==> config.mk <==
export PLATFORM = sky130hd
export DESIGN_NAME = pcr_event_log_filter
export DESIGN_NICKNAME = d
export VERILOG_FILES = /design/src/rtl/pelf_pkg.sv /design/src/rtl/pelf_apb_regs.sv /design/src/rtl/pelf_front.sv /design/src/rtl/pelf_queue.sv /design/src/rtl/pelf_back.sv /design/src/rtl/pcr_event_log_filter.sv
export SDC_FILE = /design/constraint.sdc
export NUM_CORES = 1
export LEC_CHECK = 0
export BUFFER_PORTS_ARGS = -buffer_cell sky130_fd_sc_hd__buf_2
export CELL_PAD_IN_SITES_DETAIL_PLACEMENT = 1
export CELL_PAD_IN_SITES_GLOBAL_PLACEMENT = 2
export CORE_MARGIN = 2
export CORE_UTILIZATION = 47
export CTS_BUF_LIST = sky130_fd_sc_hd__clkbuf_4
export DETAILED_ROUTE_END_ITERATION = 8
export GPL_TIMING_DRIVEN = 0
export PLACE_DENSITY_LB_ADDON = 0.1
export SKIP_LAST_GASP = 1
export SYNTH_ARGS = -nofsm -noshare
export SYNTH_HDL_FRONTEND = slang
export SYNTH_SLANG_ARGS = --single-unit
==> constraint.sdc <==
create_clock -name aclk -period 9.5 [get_ports aclk]
set_input_delay 0.475 -clock aclk [delete_from_list [all_inputs] [get_ports aclk]]
set_output_delay 0.475 -clock aclk [all_outputs]
set_load 0.1 [all_outputs]
==> src/rtl/pelf_pkg.sv <==
// Shared types and constants of the PCR event log filter.
`default_nettype none
package pelf_pkg;

    localparam int unsigned MAX_NAME_BYTES_DEF = 255;
    localparam int unsigned DIGEST_BYTES_DEF   = 20;

    localparam logic [31:0] TARGET_PCR_RST  = 32'd10;
    localparam logic [15:0] FIRST_ENTRY_RST = 16'd0;
    localparam logic [15:0] MAX_EVENTS_RST  = 16'd1;
    localparam logic [1:0]  MODE_RST        = 2'd0;

    localparam int unsigned QUEUE_DEPTH = 4;
    localparam int unsigned NAME_LIMIT  = 41;
    localparam logic [7:0]  NUL_BYTE    = 8'h00;

    localparam int unsigned PADDR_W = 4;

    typedef enum logic [1:0] {
        REG_TARGET_PCR  = 2'd0,
        REG_FIRST_ENTRY = 2'd1,
        REG_MAX_EVENTS  = 2'd2,
        REG_MODE        = 2'd3
    } reg_idx_t;

    localparam logic [1:0] MODE_RANGE  = 2'd0;
    localparam logic [1:0] MODE_SINGLE = 2'd1;

    localparam logic [1:0] KIND_DIGEST  = 2'd0;
    localparam logic [1:0] KIND_TYPE    = 2'd1;
    localparam logic [1:0] KIND_NAME    = 2'd2;
    localparam logic [1:0] KIND_SUMMARY = 2'd3;

    localparam logic [1:0] ST_OK        = 2'd0;
    localparam logic [1:0] ST_NOT_FOUND = 2'd1;
    localparam logic [1:0] ST_NAME_LONG = 2'd2;
    localparam logic [1:0] ST_TRUNCATED = 2'd3;

    localparam logic REQ_END = 1'b1;

    typedef struct packed {
        logic [31:0] target_pcr;
        logic [15:0] first_entry;
        logic [15:0] max_events;
        logic [1:0]  mode;
    } cfg_t;

    typedef struct packed {
        logic [1:0]  out_kind;
        logic [7:0]  out_byte;
        logic [15:0] record_number;
        logic        record_end;
        logic [15:0] copied_count;
        logic [15:0] match_count;
        logic [1:0]  status;
        logic        last_item;
    } res_t;

endpackage
`default_nettype wire

==> src/rtl/pelf_apb_regs.sv <==
// APB configuration registers of the PCR event log filter.
`default_nettype none
module pelf_apb_regs (
    input  wire logic                         aclk,
    input  wire logic                         aresetn,
    input  wire logic                         psel,
    input  wire logic                         penable,
    input  wire logic                         pwrite,
    input  wire logic [pelf_pkg::PADDR_W-1:0] paddr,
    input  wire logic [31:0]                  pwdata,
    output logic      [31:0]                  prdata,
    output logic                              pready,
    output pelf_pkg::cfg_t                    cfg
);

    pelf_pkg::cfg_t cfg_reg;
    logic           wr_en;
    logic [1:0]     idx;

    assign pready = 1'b1;
    assign wr_en  = psel && penable && pwrite;
    assign idx    = paddr[3:2];
    assign cfg    = cfg_reg;

    always_ff @(posedge aclk) begin
        if (!aresetn) begin
            cfg_reg.target_pcr  <= pelf_pkg::TARGET_PCR_RST;
            cfg_reg.first_entry <= pelf_pkg::FIRST_ENTRY_RST;
            cfg_reg.max_events  <= pelf_pkg::MAX_EVENTS_RST;
            cfg_reg.mode        <= pelf_pkg::MODE_RST;
        end else if (wr_en) begin
            unique case (pelf_pkg::reg_idx_t'(idx))
                pelf_pkg::REG_TARGET_PCR:  cfg_reg.target_pcr  <= pwdata;
                pelf_pkg::REG_FIRST_ENTRY: cfg_reg.first_entry <= pwdata[15:0];
                pelf_pkg::REG_MAX_EVENTS:  cfg_reg.max_events  <= pwdata[15:0];
                pelf_pkg::REG_MODE:        cfg_reg.mode        <= pwdata[1:0];
                default: ;
            endcase
        end
    end

    always_comb begin
        unique case (pelf_pkg::reg_idx_t'(idx))
            pelf_pkg::REG_TARGET_PCR:  prdata = cfg_reg.target_pcr;
            pelf_pkg::REG_FIRST_ENTRY: prdata = {16'd0, cfg_reg.first_entry};
            pelf_pkg::REG_MAX_EVENTS:  prdata = {16'd0, cfg_reg.max_events};
            pelf_pkg::REG_MODE:        prdata = {30'd0, cfg_reg.mode};
            default:                   prdata = 32'd0;
        endcase
    end

endmodule
`default_nettype wire

==> src/rtl/pelf_front.sv <==
// Front end: accepts log bytes, tracks record fields and classifies matches.
`default_nettype none
module pelf_front #(
    parameter int unsigned MAX_NAME_BYTES = pelf_pkg::MAX_NAME_BYTES_DEF,
    parameter int unsigned DIGEST_BYTES   = pelf_pkg::DIGEST_BYTES_DEF
) (
    input  wire logic           aclk,
    input  wire logic           aresetn,
    input  wire pelf_pkg::cfg_t cfg,
    input  wire logic           in_valid,
    output logic                in_ready,
    input  wire logic           req_type,
    input  wire logic [7:0]     log_byte,
    input  wire logic           q_full,
    output logic                push,
    output pelf_pkg::res_t      push_data
);

    typedef enum logic [1:0] {
        PH_INDEX,
        PH_DIGEST,
        PH_TYPE,
        PH_NAME
    } phase_t;

    localparam logic [7:0] DIGEST_LAST = 8'(DIGEST_BYTES - 1);
    localparam logic [7:0] NAME_MAX    = 8'(MAX_NAME_BYTES);
    localparam logic [7:0] NAME_LIM    = 8'(pelf_pkg::NAME_LIMIT);

    phase_t      phase_reg, phase_next;
    logic [7:0]  pos_reg, pos_next;
    logic [23:0] index_reg, index_next;
    logic [15:0] matches_reg, matches_next;
    logic [15:0] copied_reg, copied_next;
    logic        sel_reg, sel_next;
    logic        done_reg, done_next;
    logic        name_long_reg, name_long_next;

    logic        accept;
    logic [31:0] index_word;
    logic        hit;
    logic        pick;
    logic [1:0]  sum_status;

    function automatic logic [15:0] sat_inc(input logic [15:0] v);
        return (v == 16'hFFFF) ? v : v + 16'd1;
    endfunction

    assign in_ready   = !q_full;
    assign accept     = in_valid && in_ready;
    assign index_word = {log_byte, index_reg};
    assign hit        = (index_word == cfg.target_pcr);

    always_comb begin
        unique case (cfg.mode)
            pelf_pkg::MODE_RANGE:
                pick = (matches_reg >= cfg.first_entry) && (copied_reg < cfg.max_events);
            pelf_pkg::MODE_SINGLE:
                pick = !done_reg && (matches_reg == cfg.first_entry);
            default:
                pick = 1'b0;
        endcase
    end

    always_comb begin
        priority if (name_long_reg) begin
            sum_status = pelf_pkg::ST_NAME_LONG;
        end else if (phase_reg != PH_INDEX || pos_reg != 8'd0) begin
            sum_status = pelf_pkg::ST_TRUNCATED;
        end else if (cfg.mode == pelf_pkg::MODE_SINGLE && !done_reg) begin
            sum_status = pelf_pkg::ST_NOT_FOUND;
        end else begin
            sum_status = pelf_pkg::ST_OK;
        end
    end

    always_comb begin
        phase_next     = phase_reg;
        pos_next       = pos_reg;
        index_next     = index_reg;
        matches_next   = matches_reg;
        copied_next    = copied_reg;
        sel_next       = sel_reg;
        done_next      = done_reg;
        name_long_next = name_long_reg;
        push           = 1'b0;

        push_data.out_kind      = pelf_pkg::KIND_NAME;
        push_data.out_byte      = log_byte;
        push_data.record_number = copied_reg;
        push_data.record_end    = 1'b0;
        push_data.copied_count  = copied_reg;
        push_data.match_count   = matches_reg;
        push_data.status        = pelf_pkg::ST_OK;
        push_data.last_item     = 1'b0;

        if (accept) begin
            if (req_type == pelf_pkg::REQ_END) begin
                push                 = 1'b1;
                push_data.out_kind   = pelf_pkg::KIND_SUMMARY;
                push_data.out_byte   = 8'd0;
                push_data.status     = sum_status;
                push_data.last_item  = 1'b1;
                phase_next     = PH_INDEX;
                pos_next       = 8'd0;
                index_next     = 24'd0;
                matches_next   = 16'd0;
                copied_next    = 16'd0;
                sel_next       = 1'b0;
                done_next      = 1'b0;
                name_long_next = 1'b0;
            end else begin
                unique case (phase_reg)
                    PH_INDEX: begin
                        unique case (pos_reg[1:0])
                            2'd0: index_next = {16'd0, log_byte};
                            2'd1: index_next = {8'd0, log_byte, index_reg[7:0]};
                            2'd2: index_next = {log_byte, index_reg[15:0]};
                            default: index_next = index_reg;
                        endcase
                        pos_next = pos_reg + 8'd1;
                        if (pos_reg[1:0] == 2'd3) begin
                            sel_next = hit && pick;
                            if (hit) begin
                                matches_next = sat_inc(matches_reg);
                                if (cfg.mode == pelf_pkg::MODE_SINGLE && pick) begin
                                    done_next = 1'b1;
                                end
                            end
                            index_next = 24'd0;
                            pos_next   = 8'd0;
                            phase_next = PH_DIGEST;
                        end
                    end
                    PH_DIGEST: begin
                        pos_next = pos_reg + 8'd1;
                        if (pos_reg >= DIGEST_LAST) begin
                            pos_next   = 8'd0;
                            phase_next = PH_TYPE;
                        end
                        push               = sel_reg;
                        push_data.out_kind = pelf_pkg::KIND_DIGEST;
                    end
                    PH_TYPE: begin
                        pos_next = pos_reg + 8'd1;
                        if (pos_reg >= 8'd3) begin
                            pos_next   = 8'd0;
                            phase_next = PH_NAME;
                        end
                        push               = sel_reg;
                        push_data.out_kind = pelf_pkg::KIND_TYPE;
                    end
                    PH_NAME: begin
                        if (log_byte != pelf_pkg::NUL_BYTE) begin
                            if (pos_reg != 8'hFF) begin
                                pos_next = pos_reg + 8'd1;
                            end
                            push = sel_reg && (pos_reg < NAME_MAX);
                        end else begin
                            if (sel_reg && cfg.mode == pelf_pkg::MODE_SINGLE
                                && pos_reg >= NAME_LIM) begin
                                name_long_next = 1'b1;
                            end
                            pos_next   = 8'd0;
                            phase_next = PH_INDEX;
                            sel_next   = 1'b0;
                            if (sel_reg) begin
                                copied_next            = sat_inc(copied_reg);
                                push                   = 1'b1;
                                push_data.record_end   = 1'b1;
                                push_data.copied_count = sat_inc(copied_reg);
                            end
                        end
                    end
                    default: ;
                endcase
            end
        end
    end

    always_ff @(posedge aclk) begin
        if (!aresetn) begin
            phase_reg     <= PH_INDEX;
            pos_reg       <= 8'd0;
            index_reg     <= 24'd0;
            matches_reg   <= 16'd0;
            copied_reg    <= 16'd0;
            sel_reg       <= 1'b0;
            done_reg      <= 1'b0;
            name_long_reg <= 1'b0;
        end else begin
            phase_reg     <= phase_next;
            pos_reg       <= pos_next;
            index_reg     <= index_next;
            matches_reg   <= matches_next;
            copied_reg    <= copied_next;
            sel_reg       <= sel_next;
            done_reg      <= done_next;
            name_long_reg <= name_long_next;
        end
    end

endmodule
`default_nettype wire

==> src/rtl/pelf_queue.sv <==
// Short result queue between the front end and the output stage.
`default_nettype none
module pelf_queue (
    input  wire logic           aclk,
    input  wire logic           aresetn,
    input  wire logic           push,
    input  wire pelf_pkg::res_t push_data,
    output logic                full,
    input  wire logic           pop,
    output logic                q_valid,
    output pelf_pkg::res_t      pop_data
);

    localparam int unsigned PTR_W = $clog2(pelf_pkg::QUEUE_DEPTH);
    localparam int unsigned CNT_W = $clog2(pelf_pkg::QUEUE_DEPTH + 1);
    localparam logic [CNT_W-1:0] DEPTH_CNT = CNT_W'(pelf_pkg::QUEUE_DEPTH);
    localparam logic [PTR_W-1:0] LAST_PTR  = PTR_W'(pelf_pkg::QUEUE_DEPTH - 1);

    pelf_pkg::res_t   mem_reg [pelf_pkg::QUEUE_DEPTH];
    logic [PTR_W-1:0] wr_ptr_reg, wr_ptr_next;
    logic [PTR_W-1:0] rd_ptr_reg, rd_ptr_next;
    logic [CNT_W-1:0] count_reg, count_next;
    logic             do_push;
    logic             do_pop;

    assign full     = (count_reg == DEPTH_CNT);
    assign q_valid  = (count_reg != '0);
    assign do_push  = push && !full;
    assign do_pop   = pop && q_valid;
    assign pop_data = mem_reg[rd_ptr_reg];

    always_comb begin
        wr_ptr_next = wr_ptr_reg;
        rd_ptr_next = rd_ptr_reg;
        count_next  = count_reg;
        if (do_push) begin
            wr_ptr_next = (wr_ptr_reg == LAST_PTR) ? '0 : wr_ptr_reg + 1'b1;
        end
        if (do_pop) begin
            rd_ptr_next = (rd_ptr_reg == LAST_PTR) ? '0 : rd_ptr_reg + 1'b1;
        end
        unique case ({do_push, do_pop})
            2'b10:   count_next = count_reg + 1'b1;
            2'b01:   count_next = count_reg - 1'b1;
            default: count_next = count_reg;
        endcase
    end

    always_ff @(posedge aclk) begin
        if (!aresetn) begin
            wr_ptr_reg <= '0;
            rd_ptr_reg <= '0;
            count_reg  <= '0;
        end else begin
            wr_ptr_reg <= wr_ptr_next;
            rd_ptr_reg <= rd_ptr_next;
            count_reg  <= count_next;
        end
    end

    always_ff @(posedge aclk) begin
        if (do_push) begin
            mem_reg[wr_ptr_reg] <= push_data;
        end
    end

endmodule
`default_nettype wire

==> src/rtl/pelf_back.sv <==
// Back end: output register that presents queued results on the result channel.
`default_nettype none
module pelf_back (
    input  wire logic           aclk,
    input  wire logic           aresetn,
    input  wire logic           q_valid,
    input  wire pelf_pkg::res_t q_data,
    output logic                pop,
    output logic                out_valid,
    input  wire logic           out_ready,
    output pelf_pkg::res_t      out_data
);

    logic           valid_reg, valid_next;
    pelf_pkg::res_t data_reg;

    assign pop        = q_valid && (!valid_reg || out_ready);
    assign valid_next = pop || (valid_reg && !out_ready);
    assign out_valid  = valid_reg;
    assign out_data   = data_reg;

    always_ff @(posedge aclk) begin
        if (!aresetn) begin
            valid_reg <= 1'b0;
        end else begin
            valid_reg <= valid_next;
        end
    end

    always_ff @(posedge aclk) begin
        if (pop) begin
            data_reg <= q_data;
        end
    end

endmodule
`default_nettype wire

==> src/rtl/pcr_event_log_filter.sv <==
// Top level of the PCR event log filter.
//
//  channel  direction  transaction
//  s_       in         one log byte or an end-of-log marker
//  m_       out        one copied record byte or the closing summary
//  apb      in         register write or read, always ready
//
//  One log byte is taken per cycle while s_ready is high; the front end decides it in that cycle.
//  A result passes through the queue and then the output register before it leaves.
//  s_ready falls only when the four-entry result queue is full.
//  Reset: aresetn synchronous, active low; resets parser, queue and registers.
//  An end-of-log summary returns the parser to its reset state; registers keep.
`default_nettype none
module pcr_event_log_filter #(
    parameter int unsigned MAX_NAME_BYTES = pelf_pkg::MAX_NAME_BYTES_DEF,
    parameter int unsigned DIGEST_BYTES   = pelf_pkg::DIGEST_BYTES_DEF
) (
    input  wire logic                         aclk,
    input  wire logic                         aresetn,
    input  wire logic                         psel,
    input  wire logic                         penable,
    input  wire logic                         pwrite,
    input  wire logic [pelf_pkg::PADDR_W-1:0] paddr,
    input  wire logic [31:0]                  pwdata,
    output logic      [31:0]                  prdata,
    output logic                              pready,
    input  wire logic                         s_valid,
    output logic                              s_ready,
    input  wire logic                         s_req_type,
    input  wire logic [7:0]                   s_log_byte,
    output logic                              m_valid,
    input  wire logic                         m_ready,
    output logic      [1:0]                   m_out_kind,
    output logic      [7:0]                   m_out_byte,
    output logic      [15:0]                  m_record_number,
    output logic                              m_record_end,
    output logic      [15:0]                  m_copied_count,
    output logic      [15:0]                  m_match_count,
    output logic      [1:0]                   m_status,
    output logic                              m_last_item
);

    pelf_pkg::cfg_t cfg;
    pelf_pkg::res_t push_data;
    pelf_pkg::res_t q_data;
    pelf_pkg::res_t out_data;
    logic           push;
    logic           q_full;
    logic           q_valid;
    logic           pop;

    pelf_apb_regs u_regs (
        .aclk    (aclk),
        .aresetn (aresetn),
        .psel    (psel),
        .penable (penable),
        .pwrite  (pwrite),
        .paddr   (paddr),
        .pwdata  (pwdata),
        .prdata  (prdata),
        .pready  (pready),
        .cfg     (cfg)
    );

    pelf_front #(
        .MAX_NAME_BYTES (MAX_NAME_BYTES),
        .DIGEST_BYTES   (DIGEST_BYTES)
    ) u_front (
        .aclk      (aclk),
        .aresetn   (aresetn),
        .cfg       (cfg),
        .in_valid  (s_valid),
        .in_ready  (s_ready),
        .req_type  (s_req_type),
        .log_byte  (s_log_byte),
        .q_full    (q_full),
        .push      (push),
        .push_data (push_data)
    );

    pelf_queue u_queue (
        .aclk      (aclk),
        .aresetn   (aresetn),
        .push      (push),
        .push_data (push_data),
        .full      (q_full),
        .pop       (pop),
        .q_valid   (q_valid),
        .pop_data  (q_data)
    );

    pelf_back u_back (
        .aclk      (aclk),
        .aresetn   (aresetn),
        .q_valid   (q_valid),
        .q_data    (q_data),
        .pop       (pop),
        .out_valid (m_valid),
        .out_ready (m_ready),
        .out_data  (out_data)
    );

    assign m_out_kind      = out_data.out_kind;
    assign m_out_byte      = out_data.out_byte;
    assign m_record_number = out_data.record_number;
    assign m_record_end    = out_data.record_end;
    assign m_copied_count  = out_data.copied_count;
    assign m_match_count   = out_data.match_count;
    assign m_status        = out_data.status;
    assign m_last_item     = out_data.last_item;

endmodule
`default_nettype wire
Word level (Yosys, flattened, before mapping). Memory sizes are Yosys's and may differ from the RTL's. A register that Yosys moved wholly into a read port is not among the register bits. Index checks and enable logic that the tools add are counted.

Register bits after elaboration: 143. Memory bits (writable): 248. Bits of input ports: 52. Output and inout bits: 97. Logic and storage cells: 184. Memories kept: 1.

$add $sub $neg: 7. $lt $le $gt $ge: 6. Equal/unequal tests: 29. Muxes and demuxes: 66. Reductions and logical operators: 57.

Memory list: u_queue.mem_reg (depth 4, bits a word 62, rd ports 1, clocked after memory_dff 1, write ports 1, line pelf_queue.sv:19) `pelf_pkg::res_t mem_reg [pelf_pkg::QUEUE_DEPTH];`.

Operators by type and width (count): two-way mux 16 bit (10); case mux 32 bit (4 select lines) (1); two-way mux 17 bit (5); two-way mux 24 bit (3); case mux 24 bit (3 select lines) (1); two-way mux 8 bit (7); adder 16 x 1 -> 16 bit, second input constant (2); == test 16 bit, second input constant (2); == test 32 bit (1); case mux 8 bit (4 select lines) (1); two-way mux 2 bit (10); AND reduction 5 bit (4); two-way mux 1 bit (19); == test 2 bit, second input constant (9); nonzero test 2 bit (9); == test 16 bit (1); >= comparator 16 bit (1); < comparator 16 bit (1); AND reduction 4 bit (4); nonzero test 8 bit (2); logical AND 1 bit (15); != test 3 x 2 -> 1 bit, second input constant (5); == test 2 x 1 -> 1 bit, second input constant (5); two-way mux 10 bit (1); other kinds (27) (46).

Longest topological paths before layout.
Depth after elaboration: 9. Depth in mapped cells: 13.

By module. From an unflattened synthesis, not the netlist that was laid out.

Cells, all modules: 1439. Area total of the unflattened synthesis: 19413.6 µm².

Modules (own cells, without submodules): pelf_queue (times used 1, cells each 380, area an instance 9511.6 µm²); pelf_front (times used 1, cells each 665, area an instance 4974.8 µm²); pelf_apb_regs (times used 1, cells each 328, area an instance 3017.9 µm²); pelf_back (times used 1, cells each 66, area an instance 1909.3 µm²).

Least setup slack after synthesis. OpenSTA, ideal clock, no wires.

Path kind: register -> register. Start point: register u_back.valid_reg (netlist: u_back.out_valid). End point: register u_queue.count_reg[2]. Arrival: 5.520 ns. Path slack: 3.909 ns. Stages on the path, launching flop included: 8. Path buffers: 0. Period minus slack after synthesis: 5.591 ns. Path through: dfxtp_1 -> a21oi_1 -> ha_1 -> inv_1 -> fa_1 -> xor2_1 -> or3_1 -> a21oi_1.

Longest elaborated chain between the ends: 6. Elaborated cells on any way between the ends: 8. Classes of those cells: 2 x eq/ne; 1 x mux; 5 x reduce/logical.

Ends and longest elaborated chain: start, declared (line pelf_back.sv:14) `logic valid_reg, valid_next;`; start signal, assigned (line pelf_back.sv:26) `valid_reg <= valid_next;`; zero test 1 bit (*) (line pelf_back.sv:17) `assign pop = q_valid && (!valid_reg || out_ready);`; logical OR 1 bit (*) (line pelf_back.sv:17); logical AND 1 bit (*) (line pelf_back.sv:17); via pop (line pcr_event_log_filter.sv:50) `logic pop;`; logical AND 1 bit (*) (line pelf_queue.sv:29) `assign do_pop = pop && q_valid;`; == test 2 x 1 -> 1 bit or == test 2 bit (tied branches) (line pelf_queue.sv:42) `unique case ({do_push, do_pop})`; case mux 3 bit (2 select lines) or nonzero test 2 bit (tied branches); end signal, assigned (line pelf_queue.sv:57) `count_reg <= count_next;`; end, declared (line pelf_queue.sv:22) `logic [CNT_W-1:0] count_reg, count_next;`.

Mark *: on every way through the listed nets, which the timed path passes. The rest lies on a longest branch. A chain may end at the register's enable or synchronous reset.

Worst setup path after layout.
Start point: register u_front.pos_reg[1]. End point: register u_queue.count_reg[2].

Longest elaborated chain between the ends: 9. Elaborated cells on any way between the ends: 11. Classes of those cells: 1 x order compare; 2 x eq/ne; 5 x mux; 3 x reduce/logical.

Ends and longest elaborated chain: start, declared (line pelf_front.sv:31) `logic [7:0] pos_reg, pos_next;`; start signal, assigned (line pelf_front.sv:193) `pos_reg <= pos_next;`; < comparator 8 bit (*) (line pelf_front.sv:158) `push = sel_reg && (pos_reg < NAME_MAX);`; logical AND 1 bit (*) (line pelf_front.sv:158); two-way mux 1 bit (*) (line pelf_front.sv:154) `if (log_byte != pelf_pkg::NUL_BYTE) begin`; case mux 1 bit (2 select lines) (*) (line pelf_front.sv:113) `unique case (phase_reg)`; two-way mux 1 bit (*) (line pelf_front.sv:98) `if (req_type == pelf_pkg::REQ_END) begin`; two-way mux 1 bit (*) (line pelf_front.sv:97) `if (accept) begin`; logical AND 1 bit (*) (line pelf_queue.sv:28) `assign do_push = push && !full;`; == test 2 x 1 -> 1 bit or == test 2 bit (tied branches) (line pelf_queue.sv:42); case mux 3 bit (2 select lines) or nonzero test 2 bit (tied branches).

Mark *: on every way between the ends. The rest lies on a longest branch, timed or not.

==> key figures <==
Placement
  • Dpl cells: 2152
  • I/O Buffers: 144
  • Area after DPL: 20550 um2
  • Detailed placement HPWL: 36.71 mm
  • Routability congestion estimate: 0.8475

Synth
  • Average cell area after synthesis: 12.86 um2
  • Synth cell types: 64
  • Asr flop ratio synth: 0%
  • Syn Nets: 1578
  • Synth cell count leaders: edfxtp_1, nand2_1, dfxtp_1, a21oi_1, mux4_2
  • EDFF count, synth: 310
  • Synth area leader: edfxtp_1
  • Most frequent cell after synthesis: edfxtp_1
  • #FFs+latches synth: 453
  • Synth area leaders: edfxtp_1, dfxtp_1, mux4_2
  • Syn Std Cell Area: 19000 um2
  • Sequential area share after synthesis: 64.06%
  • Synth warnings: 0
  • Mapped Cells: 1477
  • Synth Flop Type: edfxtp_1
  • Top cell type's share of synthesized area: 49.00%

GRT
  • GRT Max-Usage Layer: met2
  • Largest net degree at the start of global routing: 42
  • Routing usage on met2: 43.00%
  • Met1 Use GR: 33.17%
  • Gr usage total: 25.64%
  • Grt ovf: 0
  • Vias in the first global route: 13885
  • Initial antenna violation count: 1
  • First-pass GRT wire length: 80.90 mm
  • M3 GR Usage: 4.629%

Routing
  • Via-to-Cell Ratio: 5.492
  • Via count: 13187
  • Post-route DRC violation count: 0
  • Antenna Violating Nets Remaining: 0
  • Pre-antenna DRT Iters: 7
  • Final wirelength: 52.62 mm
  • Drt wl/cell: 21.91 um
  • DR iter-0 viols: 691

Power
  • Leak pwr: 7.993 nW
  • Peak supply drop: 0.0002403 V
  • Overall Power: 6.122 mW
  • PwrDens: 272.8 nW/um2

Cells and area
  • Util after Layout: 56.35%
  • Nets: 1883
  • Share of layout cells above drive strength 1: 22.77%
  • Area grow syn2layout: 18.12%
  • Finished Cell Area: 22440 um2
  • Largest register FFs: 248
  • Non-Filler Instances: 2401

Timing
  • Final Hold Fails: 0
  • Final setup TNS: 0 ns
  • Worst-margin pin slew: 0.9303 ns
  • Setup-failing EPs final: 0
  • Final slew viol count: 0
  • Fin Clk Skew: 0.04012 ns
  • Tcrit/Tclk final: 36.54%
  • Worst rel slew slack: 37.98%
  • RSZ-0062 raised after global routing: false
  • Period minus WS final: 3.471 ns
  • Fmax: 288.1 MHz

Clock network
  • Max Root-Sink Buffers: 3
  • Clock sink total: 453
  • CTS Buf Count: 112
  • Clk_lat worst skew: 0.82 ns
  • Root buf cell: clkbuf_4
  • H-tree lvl count: 3
  • CTS tree: built
  • Reg clk slew, reported paths: 0.07 ns
  • Cts repair resizes: 0

Critical path
  • Crit end category: register
  • Reg2reg setup slack: 6.03 ns
  • Worst Setup SP: u_front.pos_reg[1]
  • Req. time, crit path: 10.24 ns
  • RR Endpoint: u_queue.count_reg[2]
  • Worst R2R Start: u_front.pos_reg[1]
  • Critical Path Source Type: register
  • CP Max Fanout: 9
  • R2r worst-path depth: 13
  • Worst setup path class: register to register
  • Crit path DAT: 4.21 ns

Floorplan
  • Core area: 39820 um2
  • Chip height: 205.1 um
  • Total Die Area: 42050 um2
  • Row cnt: 73
  • Initial Util: 47.71%
  • I/O pin count: 149
  • Die Width: 205.1 um

Status
  • Status: complete, no violations

Worst hold path
  • Hold endpoint: u_front.copied_reg[10]
  • Worst hold path stage count: 3
  • Min-delay src: aresetn
  • Hold Path Class: input port to register

Run
  • Max_cap viols: 0
-- layout by cell type, fill, tap and decap left out, types with 20 or more instances in the layout --
cell and count:
edfxtp_1 310, nand2_1 215, clkbuf_4 163, buf_2 152
dfxtp_1 143, a21oi_1 123, mux4_2 64, nand3_1 63
nor2_1 53, inv_1 50, clkbuf_1 49, ha_1 48
o21ai_0 44, dlygate4sd3_1 41, xor2_1 40, clkinv_1 32
and2_1 30, nor3_1 20, nand4_1 20
-- final cells by class --
class,instances,area [um2]
flip-flops and latches,453,12170
diodes,1,2.502
plain buffers,73,302.8
clock inverters,44,256.5
clock buffers,163,1224
repair buffers,191,1281
fillers,4186,17380
inverters,50,187.7
multi-input cells,901,6359
well taps,525,656.9
-- routing by layer --
| metal | part of all wire, % | vias up | routed length (um) |
|---|---|---|---|
| li1 | - | 6162 | - |
| met5 | 0 | - | 0 |
| met2 | 49 | 378 | 25890 |
| met4 | 2.9 | 0 | 1502 |
| met3 | 4.9 | 95 | 2564 |
| met1 | 43 | 6552 | 22660 |
-- power breakdown --
group / switching, mW / internal [mW]
Clock: 0.784 / 0.871
Sequential: 0.0611 / 2.39
Combinational: 1.59 / 0.429
Total: 2.43 / 3.69
-- metrics by stage --
stage | hold slack (ns) | setup WS, ns
after floorplan | 0.4434 | 3.909
final | 0.1908 | 6.029
after CTS | 0.08145 | 6.065
after global placement | 0.4492 | 2.508
after global routing | 0.1454 | 5.828
after detailed placement | 0.4580 | 6.090
-- cells by family after synthesis --
logic type / Yosys count / synth area share (%)
flops: 453 / 64.06
compound gates: 240 / 7.336
xor+xnor: 45 / 2.074
simple gates: 481 / 11.95
buf+inv: 123 / 2.581
fa+ha+maj: 49 / 3.266
mux: 85 / 8.706
other cells: 1 / 0.01974
-- how the worst max path moves through the flow --
stage | to | slack (ns) | depth (start not counted)
3_5_place_dp | u_queue.count_reg[2] | 6.09 | 13
5_1_grt | u_queue.count_reg[2] | 5.83 | 13
3_3_place_gp | u_queue.count_reg[2] | 2.51 | 9
4_1_cts | u_queue.count_reg[2] | 6.07 | 13
6_report | u_queue.count_reg[2] | 6.03 | 13
2_1_floorplan | u_queue.count_reg[2] | 3.91 | 7
-- worst max-delay path, cell delays in order (launching register included) --
cell and delay (ns):
dfxtp_1 0.42, ha_1 0.18, buf_2 0.20, nand3_1 0.18, nor3_1 0.50, a211oi_1 0.16
o31a_1 0.44, inv_1 0.11, ha_1 0.18, inv_1 0.06, fa_1 0.37, xor2_1 0.16
or3_1 0.30, a21oi_1 0.14
-- repair_timing --
item                      in CTS  in global routing
hold buffers                  41                  0
hold endpoints to repair      84                  0
buffers inserted               0                  0
Power figures use the tool's default switching activity.
